File: src/sv/rdsc_pkg.sv
// ----------------------------------------------------------------------------
// rdsc_pkg: shared types and constants of the radix digit string converter
// Widths, register indexes, reset values, controller/datapath interface
// structs and the symbol table lookup.
// ----------------------------------------------------------------------------
package rdsc_pkg;

	// field widths
	localparam int VALUE_W  = 64;
	localparam int SYMBOL_W = 8;
	localparam int RADIX_W  = 5;
	localparam int DIGIT_W  = 4;
	localparam int CFG_IDX_W = 2;

	// largest base the symbol table covers
	localparam int MAX_RADIX = 16;

	// divider: bits retired per cycle, chunks per digit
	localparam int STEP_BITS = 8;
	localparam int CHUNKS    = VALUE_W / STEP_BITS;
	localparam int CHUNK_W   = $clog2(CHUNKS);

	// stored digit: digit value plus a "literal zero" marker bit on top
	localparam int ENTRY_W = DIGIT_W + 1;

	// configuration register indexes
	localparam logic [CFG_IDX_W-1:0] REG_RADIX        = 2'd0;
	localparam logic [CFG_IDX_W-1:0] REG_SYMBOLS_LOW  = 2'd1;
	localparam logic [CFG_IDX_W-1:0] REG_SYMBOLS_HIGH = 2'd2;

	// reset values
	localparam logic [RADIX_W-1:0] RADIX_RESET        = 5'd10;
	localparam logic [VALUE_W-1:0] SYMBOLS_LOW_RESET  = 64'd3978425819141910832;
	localparam logic [VALUE_W-1:0] SYMBOLS_HIGH_RESET = 64'd280492157893177;

	// symbol emitted for a zero input, whatever the table holds
	localparam logic [SYMBOL_W-1:0] ZERO_SYMBOL = 8'h30;

	// controller -> datapath
	typedef struct packed {
		logic load;        // take a new value, clear digit count
		logic step;        // run one divider chunk
		logic last_chunk;  // this chunk finishes a digit
		logic issue;       // read the next digit for output
	} rdsc_cmd_t;

	// datapath -> controller
	typedef struct packed {
		logic quo_zero;    // quotient of the finishing digit is zero
		logic cnt_full;    // digit being finished takes the last free store entry
		logic last_addr;   // next read is the least significant digit
		logic can_issue;   // output side can take a read next cycle
	} rdsc_sts_t;

	// clamp the base register into 2..MAX_RADIX
	function automatic logic [RADIX_W-1:0] eff_base(input logic [RADIX_W-1:0] r);
		logic [RADIX_W-1:0] b;
		b = r;
		if (b < RADIX_W'(2))
			b = RADIX_W'(2);
		if (b > RADIX_W'(MAX_RADIX))
			b = RADIX_W'(MAX_RADIX);
		return b;
	endfunction

	// digit -> symbol byte through the two table registers
	function automatic logic [SYMBOL_W-1:0] symbol_of(
		input logic [VALUE_W-1:0] lo,
		input logic [VALUE_W-1:0] hi,
		input logic [DIGIT_W-1:0] d
	);
		logic [SYMBOL_W-1:0] s;
		if (d[DIGIT_W-1])
			s = hi[{d[DIGIT_W-2:0], 3'b000} +: SYMBOL_W];
		else
			s = lo[{d[DIGIT_W-2:0], 3'b000} +: SYMBOL_W];
		return s;
	endfunction

endpackage

File: src/sv/rdsc_ram.sv
// ----------------------------------------------------------------------------
// rdsc_ram: generic single write, single read RAM
// One write port and one read port with registered read data.
// ----------------------------------------------------------------------------
module rdsc_ram #(
	parameter int WIDTH = 8,
	parameter int DEPTH = 64,
	parameter int AW    = (DEPTH > 1) ? $clog2(DEPTH) : 1
) (
	input  logic             clk,
	input  logic             we,
	input  logic [AW-1:0]    waddr,
	input  logic [WIDTH-1:0] wdata,
	input  logic             re,
	input  logic [AW-1:0]    raddr,
	output logic [WIDTH-1:0] rdata
);

	logic [WIDTH-1:0] mem_q [DEPTH];

	// write port
	always_ff @(posedge clk) begin
		if (we)
			mem_q[waddr] <= wdata;
	end

	// registered read port
	always_ff @(posedge clk) begin
		if (re)
			rdata <= mem_q[raddr];
	end

endmodule

File: src/sv/rdsc_ctrl.sv
// ----------------------------------------------------------------------------
// rdsc_ctrl: converter controller
// Sequences one value: accept, repeated division chunk by chunk, then the
// reverse read-out of the stored digits.
// ----------------------------------------------------------------------------
module rdsc_ctrl (
	input  logic               clk,
	input  logic               arst_n,
	input  logic               s_tvalid,
	output logic               s_tready,
	input  rdsc_pkg::rdsc_sts_t sts,
	output rdsc_pkg::rdsc_cmd_t cmd
);
	import rdsc_pkg::*;

	typedef enum logic [1:0] {
		ST_IDLE,
		ST_DIV,
		ST_EMIT
	} state_t;

	state_t             state_q;
	logic [CHUNK_W-1:0] chunk_q;

	// commands
	always_comb begin
		cmd            = '0;
		cmd.load       = (state_q == ST_IDLE) && s_tvalid;
		cmd.step       = (state_q == ST_DIV);
		cmd.last_chunk = (state_q == ST_DIV) && (chunk_q == CHUNK_W'(CHUNKS - 1));
		cmd.issue      = (state_q == ST_EMIT) && sts.can_issue;
	end

	assign s_tready = (state_q == ST_IDLE);

	// state and chunk counter
	always_ff @(posedge clk or negedge arst_n) begin
		if (!arst_n) begin
			state_q <= ST_IDLE;
			chunk_q <= '0;
		end else begin
			unique case (state_q)
				ST_IDLE: begin
					chunk_q <= '0;
					if (s_tvalid)
						state_q <= ST_DIV;
				end
				ST_DIV: begin
					if (cmd.last_chunk) begin
						chunk_q <= '0;
						if (sts.quo_zero || sts.cnt_full)
							state_q <= ST_EMIT;
					end else begin
						chunk_q <= chunk_q + CHUNK_W'(1);
					end
				end
				ST_EMIT: begin
					if (cmd.issue && sts.last_addr)
						state_q <= ST_IDLE;
				end
				default: state_q <= ST_IDLE;
			endcase
		end
	end

	// reads only happen after the division has finished
	a_issue_in_emit: assert property (@(posedge clk) disable iff (!arst_n)
		cmd.issue |-> !cmd.step)
		else $error("digit read issued during division");

	// a finished item always goes through read-out
	a_div_to_emit: assert property (@(posedge clk) disable iff (!arst_n)
		(state_q == ST_DIV && cmd.last_chunk && sts.quo_zero) |=> (state_q == ST_EMIT))
		else $error("division end did not start read-out");

	// leaving read-out only with the least significant digit
	a_emit_exit: assert property (@(posedge clk) disable iff (!arst_n)
		(state_q == ST_EMIT && !cmd.issue) |=> (state_q == ST_EMIT))
		else $error("read-out left without issuing last digit");

endmodule

File: src/sv/rdsc_dp.sv
// ----------------------------------------------------------------------------
// rdsc_dp: converter datapath
// Chunked restoring divider by the base, digit store, reverse read-out
// and the output register with symbol lookup.
// ----------------------------------------------------------------------------
module rdsc_dp #(
	parameter int MAX_DIGITS = 64
) (
	input  logic                              clk,
	input  logic                              arst_n,
	input  rdsc_pkg::rdsc_cmd_t               cmd,
	output rdsc_pkg::rdsc_sts_t               sts,
	input  logic [rdsc_pkg::VALUE_W-1:0]      value,
	input  logic [rdsc_pkg::RADIX_W-1:0]      base,
	input  logic [rdsc_pkg::VALUE_W-1:0]      symbols_low,
	input  logic [rdsc_pkg::VALUE_W-1:0]      symbols_high,
	output logic                              m_tvalid,
	input  logic                              m_tready,
	output logic [rdsc_pkg::SYMBOL_W-1:0]     symbol,
	output logic                              last_digit
);
	import rdsc_pkg::*;

	localparam int AW = (MAX_DIGITS > 1) ? $clog2(MAX_DIGITS) : 1;
	localparam int CW = $clog2(MAX_DIGITS + 1);

	logic [VALUE_W-1:0]   val_q;
	logic [DIGIT_W-1:0]   rem_q;
	logic                 zero_q;
	logic [CW-1:0]        cnt_q;
	logic [STEP_BITS-1:0] qbits;
	logic [DIGIT_W-1:0]   rem_next;
	logic [VALUE_W-1:0]   val_next;
	logic [ENTRY_W-1:0]   wr_entry;
	logic [ENTRY_W-1:0]   rd_entry;
	logic [AW-1:0]        rd_addr;
	logic                 rd_pend_s1;
	logic                 rd_last_s1;
	logic                 out_valid_q;
	logic [SYMBOL_W-1:0]  out_sym_q;
	logic                 out_last_q;

	// one divider chunk: STEP_BITS restoring steps on a narrow remainder
	always_comb begin
		logic [DIGIT_W:0] t;
		logic [DIGIT_W:0] r;
		r     = {1'b0, rem_q};
		qbits = '0;
		for (int i = 0; i < STEP_BITS; i++) begin
			t = {r[DIGIT_W-1:0], val_q[VALUE_W-1-i]};
			if (t >= base) begin
				t = t - base;
				qbits[STEP_BITS-1-i] = 1'b1;
			end
			r = t;
		end
		rem_next = r[DIGIT_W-1:0];
	end

	assign val_next = {val_q[VALUE_W-STEP_BITS-1:0], qbits};

	// divider registers and digit count
	always_ff @(posedge clk or negedge arst_n) begin
		if (!arst_n) begin
			cnt_q <= '0;
		end else if (cmd.load) begin
			cnt_q <= '0;
		end else if (cmd.step && cmd.last_chunk) begin
			cnt_q <= cnt_q + CW'(1);
		end else if (cmd.issue) begin
			cnt_q <= cnt_q - CW'(1);
		end
	end

	always_ff @(posedge clk) begin
		if (cmd.load) begin
			val_q  <= value;
			rem_q  <= '0;
			zero_q <= (value == '0);
		end else if (cmd.step) begin
			val_q <= val_next;
			rem_q <= cmd.last_chunk ? '0 : rem_next;
		end
	end

	// status
	assign sts.quo_zero  = (val_next == '0);
	assign sts.cnt_full  = ((cnt_q + CW'(1)) == CW'(MAX_DIGITS));
	assign sts.last_addr = (cnt_q == CW'(1));
	assign sts.can_issue = !rd_pend_s1 && (!out_valid_q || m_tready);

	// digit store
	assign wr_entry = {zero_q, rem_next};
	assign rd_addr  = AW'(cnt_q - CW'(1));

	rdsc_ram #(
		.WIDTH(ENTRY_W),
		.DEPTH(MAX_DIGITS)
	) u_ram (
		.clk  (clk),
		.we   (cmd.step && cmd.last_chunk),
		.waddr(cnt_q[AW-1:0]),
		.wdata(wr_entry),
		.re   (cmd.issue),
		.raddr(rd_addr),
		.rdata(rd_entry)
	);

	// read in flight
	always_ff @(posedge clk or negedge arst_n) begin
		if (!arst_n) begin
			rd_pend_s1 <= 1'b0;
		end else begin
			rd_pend_s1 <= cmd.issue;
		end
	end

	always_ff @(posedge clk) begin
		if (cmd.issue)
			rd_last_s1 <= sts.last_addr;
	end

	// output register
	always_ff @(posedge clk or negedge arst_n) begin
		if (!arst_n) begin
			out_valid_q <= 1'b0;
		end else if (rd_pend_s1) begin
			out_valid_q <= 1'b1;
		end else if (m_tready) begin
			out_valid_q <= 1'b0;
		end
	end

	always_ff @(posedge clk) begin
		if (rd_pend_s1) begin
			out_sym_q  <= rd_entry[DIGIT_W] ? ZERO_SYMBOL
				: symbol_of(symbols_low, symbols_high, rd_entry[DIGIT_W-1:0]);
			out_last_q <= rd_last_s1;
		end
	end

	assign m_tvalid   = out_valid_q;
	assign symbol     = out_sym_q;
	assign last_digit = out_last_q;

	// returning read data always finds the output register free
	a_out_free: assert property (@(posedge clk) disable iff (!arst_n)
		rd_pend_s1 |-> !out_valid_q)
		else $error("read data arrived with output register full");

	// never read an empty digit store
	a_issue_nonempty: assert property (@(posedge clk) disable iff (!arst_n)
		cmd.issue |-> (cnt_q != '0))
		else $error("digit read with empty store");

	// the digit written is a true remainder
	a_rem_range: assert property (@(posedge clk) disable iff (!arst_n)
		(cmd.step && cmd.last_chunk) |-> ({1'b0, rem_next} < base))
		else $error("remainder not below base");

endmodule

File: src/sv/radix_digit_string_converter_unit.sv
// Division: a value of n digits is divided one digit at a time, chunk by chunk
// (8 bits per cycle); read-out of the stored digits starts once division ends.
// Read-out: a new digit read waits until the previous read has left the RAM; the next
// value is accepted once the last digit's read is issued (n up to 64); symbol stalls hold it.
// Reset: config registers return to base 10 and the default table, controller
// idle, output empty; the digit RAM needs no clearing pass.
// ----------------------------------------------------------------------------
// radix_digit_string_converter_unit: binary to digit string converter
// Converts a 64-bit unsigned value into symbol bytes in a configured base,
// most significant digit first, flagging the least significant digit.
// ----------------------------------------------------------------------------
module radix_digit_string_converter_unit #(
	parameter int MAX_DIGITS = 64
) (
	input  logic                               clk,
	input  logic                               arst_n,
	// input value stream
	input  logic                               s_tvalid,
	output logic                               s_tready,
	input  logic [rdsc_pkg::VALUE_W-1:0]       s_tdata,  // [63:0] value
	// symbol stream
	output logic                               m_tvalid,
	input  logic                               m_tready,
	output logic [rdsc_pkg::SYMBOL_W-1:0]      m_tdata,  // [7:0] symbol
	output logic                               m_tlast,  // last_digit
	// configuration writes
	input  logic                               cfg_valid,
	output logic                               cfg_ready,
	input  logic [rdsc_pkg::CFG_IDX_W-1:0]     cfg_index,
	input  logic [rdsc_pkg::VALUE_W-1:0]       cfg_data
);
	import rdsc_pkg::*;

	logic [RADIX_W-1:0] radix_q;
	logic [VALUE_W-1:0] sym_lo_q;
	logic [VALUE_W-1:0] sym_hi_q;
	logic [RADIX_W-1:0] base;
	rdsc_cmd_t          cmd;
	rdsc_sts_t          sts;

	// configuration registers
	assign cfg_ready = 1'b1;

	always_ff @(posedge clk or negedge arst_n) begin
		if (!arst_n) begin
			radix_q  <= RADIX_RESET;
			sym_lo_q <= SYMBOLS_LOW_RESET;
			sym_hi_q <= SYMBOLS_HIGH_RESET;
		end else if (cfg_valid) begin
			unique case (cfg_index)
				REG_RADIX:        radix_q  <= cfg_data[RADIX_W-1:0];
				REG_SYMBOLS_LOW:  sym_lo_q <= cfg_data;
				REG_SYMBOLS_HIGH: sym_hi_q <= cfg_data;
				default: ;
			endcase
		end
	end

	assign base = eff_base(radix_q);

	rdsc_ctrl u_ctrl (
		.clk     (clk),
		.arst_n  (arst_n),
		.s_tvalid(s_tvalid),
		.s_tready(s_tready),
		.sts     (sts),
		.cmd     (cmd)
	);

	rdsc_dp #(
		.MAX_DIGITS(MAX_DIGITS)
	) u_dp (
		.clk         (clk),
		.arst_n      (arst_n),
		.cmd         (cmd),
		.sts         (sts),
		.value       (s_tdata),
		.base        (base),
		.symbols_low (sym_lo_q),
		.symbols_high(sym_hi_q),
		.m_tvalid    (m_tvalid),
		.m_tready    (m_tready),
		.symbol      (m_tdata),
		.last_digit  (m_tlast)
	);

endmodule

File: config.mk
export PLATFORM = sky130hd
export DESIGN_NAME = radix_digit_string_converter_unit
export DESIGN_NICKNAME = d
export VERILOG_FILES = /design/src/sv/rdsc_pkg.sv /design/src/sv/rdsc_ram.sv /design/src/sv/rdsc_ctrl.sv /design/src/sv/rdsc_dp.sv /design/src/sv/radix_digit_string_converter_unit.sv
export SDC_FILE = /design/constraint.sdc
export NUM_CORES = 1
export LEC_CHECK = 0
export BUFFER_PORTS_ARGS = -buffer_cell sky130_fd_sc_hd__buf_4
export CORE_MARGIN = 3
export CORE_UTILIZATION = 50
export DETAILED_ROUTE_END_ITERATION = 8
export PLACE_DENSITY = 0.68
export SLEW_MARGIN = 20
export SYNTH_ARGS = -nofsm -noshare
export SYNTH_HDL_FRONTEND = slang
export SYNTH_SLANG_ARGS = --single-unit
export TNS_END_PERCENT = 50
File: constraint.sdc
create_clock -name clk -period 27.5 [get_ports clk]
set_input_delay 1.375 -clock clk [delete_from_list [all_inputs] [get_ports clk]]
set_output_delay 1.375 -clock clk [all_outputs]
set_load 0.01 [all_outputs]
==> metrics.md <==
| Metric | Value |
|---|---|
| PortBufs | `145` |
| Post-DP Area | `26300 µm²` |
| Worst Setup End Kind | `flop` |
| WL per Instance | `22.7 µm` |
| Achievable Freq | `73.8 MHz` |
| Clock tree from TritonCTS | `built` |
| Crit path top cell by count | `ha_1` |
| Reg2reg start | `radix_q[4]` |
| Grt ovf | `0` |
| Yosys warns | `0` |
| Area grow syn2layout | `14.1%` |
| Hold Path Class | `flop to flop` |
| Avg Synthesized Cell Area | `15.9 µm²` |
| Final Wtd Congestion | `0.858` |
| Worst setup SP type | `flop` |
| Post-synth EDFFs | `400` |
| Largest net degree at the start of global routing | `93` |
| Async S/R FF share, synth | `0.267` |
| Final setup fails | `0` |
| Max FO, Critical Path | `65` |
| Nets | `1883` |
| Die span in y | `228 µm` |
| Core Box Area | `48100 µm²` |
| TritonRoute pass-1 iters | `5` |
| Synth Instances | `1547` |
| Final hold vios | `0` |
| Crit Path Category | `flop to flop` |
| Die Footprint | `51800 µm²` |
| Via density | `5.74` |
| Top Ports | `147` |
| Die width | `228 µm` |
| Skew final | `0.0242 ns` |
| Sequential fraction of the synthesis area | `0.645` |
| Hold path startpoint | `u_dp.rd_last_s1` |
| H-tree levels | `2` |
| WP data required | `27.81 ns` |
| R2R setup slack | `13.94 ns` |
| Hold path depth | `0` |
| Syn Nets | `1735` |
| Hold Path Sink | `u_dp.last_digit` |
| Crit-path max cell delay | `0.63 ns` |
| Clock sink count | `551` |
| Ys flop type | `edfxtp_1` |
| Setup Buffers After CTS | `0` |
| Starting density of the core | `0.510` |
| # fillers | `3658` |
| First DRT Iteration DRCs | `1284` |
| Relative slew margins | `0.385` |
| Final Critical Period | `13.56 ns` |
| Ant. Diodes | `0` |
| RSZ-0062 raised after global routing | `no` |
| Synthesized flop and latch total | `551` |
| Period Utilization, post-route | `0.493` |
| Synth unique cells | `57` |
| Initial antenna violation count | `0` |
| Resized cells post-CTS | `0` |
| # rows | `80` |
| Crit path max-delay cell type | `o31ai_2` |
| Skew-Pair Late Insertion Delay | `0.61 ns` |
| Vias after detailed routing | `13.7k` |
| Critical path arrival | `13.87 ns` |
| CTS hold repair buffers | `0` |
| Outcome | `completed` |
| Core Util, Final | `0.582` |
| Number of CTS-inserted buffers | `56` |
| Clock Path Buffers | `3` |
| Root buffer cell | `clkbuf_16` |
| R2r worst-path depth | `46` |
| Max Slew Vio Count | `0` |
| First-pass GRT wire length | `84500 µm` |
| Layout cells sized above 1 | `0.340` |
| Number of global-route vias before repair | `14.6k` |
| Clock transition at the registers of the reported paths | `0.06 ns` |
| Max-cap viol count | `0` |
| Drc violations | `0` |
| Global Route Usage Sum | `0.213` |
| Final wirelength | `54300 µm` |
| Netlist Area Pre-Place | `24600 µm²` |
| Worst-Margin Slew | `0.922 ns` |
| Hpwl dp | `36200 µm` |
| Post-DRT Antenna Nets | `0` |
| Fin area | `28000 µm²` |
| TNS Setup | `0 ns` |
| RR Endpoint | `u_dp.u_ram.mem_q[63][0]` |
==> layer usage <==
metal,up-vias,global-route usage,share of wire
li1,6218,-,-
met1,7092,0.299,0.43
met2,343,0.356,0.50
met3,86,0.0310,0.053
met4,0,0.0555,0.021
met5,-,0,0
==> synth_stat cells (10+ instances only) <==
| cell type | count | area, µm² |
|---|---|---|
| a21o_1 | 16 | 120 |
| a21oi_1 | 31 | 155 |
| a22oi_1 | 13 | 97.6 |
| a31oi_1 | 10 | 62.6 |
| buf_1 | 11 | 41.3 |
| clkbuf_1 | 45 | 169 |
| dfrtp_1 | 86 | 2150 |
| dfstp_2 | 61 | 1600 |
| edfxtp_1 | 400 | 12000 |
| ha_1 | 45 | 563 |
| inv_1 | 31 | 116 |
| mux2_2 | 140 | 1580 |
| mux4_2 | 140 | 3150 |
| nand2_1 | 208 | 781 |
| nand2b_1 | 10 | 62.6 |
| nor2_1 | 110 | 413 |
| nor4_1 | 33 | 206 |
| o21ai_0 | 10 | 50.1 |
| xnor2_1 | 13 | 114 |
| xor2_1 | 11 | 96.3 |
==> how the worst max path moves through the flow <==
stage	start	endpoint	slack (ns)	cells after the start
final	radix_q[4]	u_dp.u_ram.mem_q[63][0]	13.94	46
after global routing	radix_q[4]	u_dp.u_ram.mem_q[36][0]	12.84	45
after detailed placement	radix_q[4]	u_dp.u_ram.mem_q[44][0]	13.72	47
after floorplan	radix_q[3]	u_dp.u_ram.mem_q[0][3]	13.51	42
after global placement	radix_q[4]	u_dp.u_ram.mem_q[44][3]	14.26	47
after CTS	radix_q[4]	u_dp.u_ram.mem_q[62][0]	13.65	47
==> registers in the layout, indices dropped and copies added (netlist names) <==
signal and flops:
radix_q 5, sym_hi_q 64, u_dp.rd_pend_s1 1, u_dp.val_q 64
u_dp.zero_q 1, u_dp.m_tvalid 1, u_ctrl.chunk_q 3, u_dp.rd_last_s1 1
u_ctrl.state_q 2, u_dp.symbol 8, u_dp.cnt_q 7, u_dp.u_ram.rdata 5
u_dp.rem_q 4, u_dp.last_digit 1, sym_lo_q 64, u_dp.u_ram.mem_q 320
==> final cells by class <==
class / count / area, µm² / area share
Timing Repair Buffer: 162 / 1220 / 0.0437
Clock inverter: 29 / 145 / 0.00518
Clock buffer: 73 / 1520 / 0.0541
Tap cell: 656 / 821 / 0.0293
Multi-Input combinational cell: 891 / 8340 / 0.298
Sequential cell: 551 / 15900 / 0.566
Inverter: 33 / 124 / 0.00442
==> kinds of logic after synthesis <==
logic type / count (synthesis) / synth area share
AO/OA/AOI/OAI: 113 / 0.0296
XOR/XNOR: 24 / 0.00856
adder cells (fa/ha/maj): 53 / 0.0294
buffers and inverters: 105 / 0.0183
flip-flops: 551 / 0.645
multiplexers: 288 / 0.196
other: 1 / 0.000153
AND/OR/NAND/NOR: 412 / 0.0729
==> cell usage in the layout, fill, tap and decap left out, types with 6 or more instances in the layout <==
cell,instances
clkbuf_1,13
nor2b_1,9
a22oi_1,13
clkinv_2,9
dfrtp_1,85
nand4_1,8
o21ai_0,8
a21o_1,16
xnor2_1,11
edfxtp_1,400
nor2_1,110
mux2_2,139
clkinv_1,17
dfstp_2,61
a31oi_1,10
mux2i_1,8
o21ai_1,9
ha_1,44
a21oi_1,29
nand2_1,207
nor4_1,33
buf_4,160
nand3_1,6
inv_1,30
nand2b_1,10
xor2_1,11
mux4_2,140
clkbuf_16,57
fa_1,8
==> worst max-delay path, delay by kind of cell (launching register included) <==
| kind | cells | cell delay (ns) |
|---|---|---|
| muxes | 5 | 2.12 |
| adders and majority gates | 8 | 2.54 |
| buffers and inverters | 6 | 1.22 |
| DFF | 1 | 0.35 |
| and+or+nand+nor | 5 | 1.17 |
| AOI/OAI and AO/OA | 22 | 5.80 |
==> stage by stage <==
stage                     hold slack (ns)  worst slack, ns  std cells
after floorplan                     0.400            13.51       1547
after global placement              0.411            14.26       2293
after detailed placement            0.424            13.72       2293
after CTS                           0.438            13.65       2395
after global routing                0.447            12.84       2395
final                               0.433            13.94       2395
Power is not shown: default switching activity piles up to over one toggle a cycle in this logic, so the estimate is an artifact.
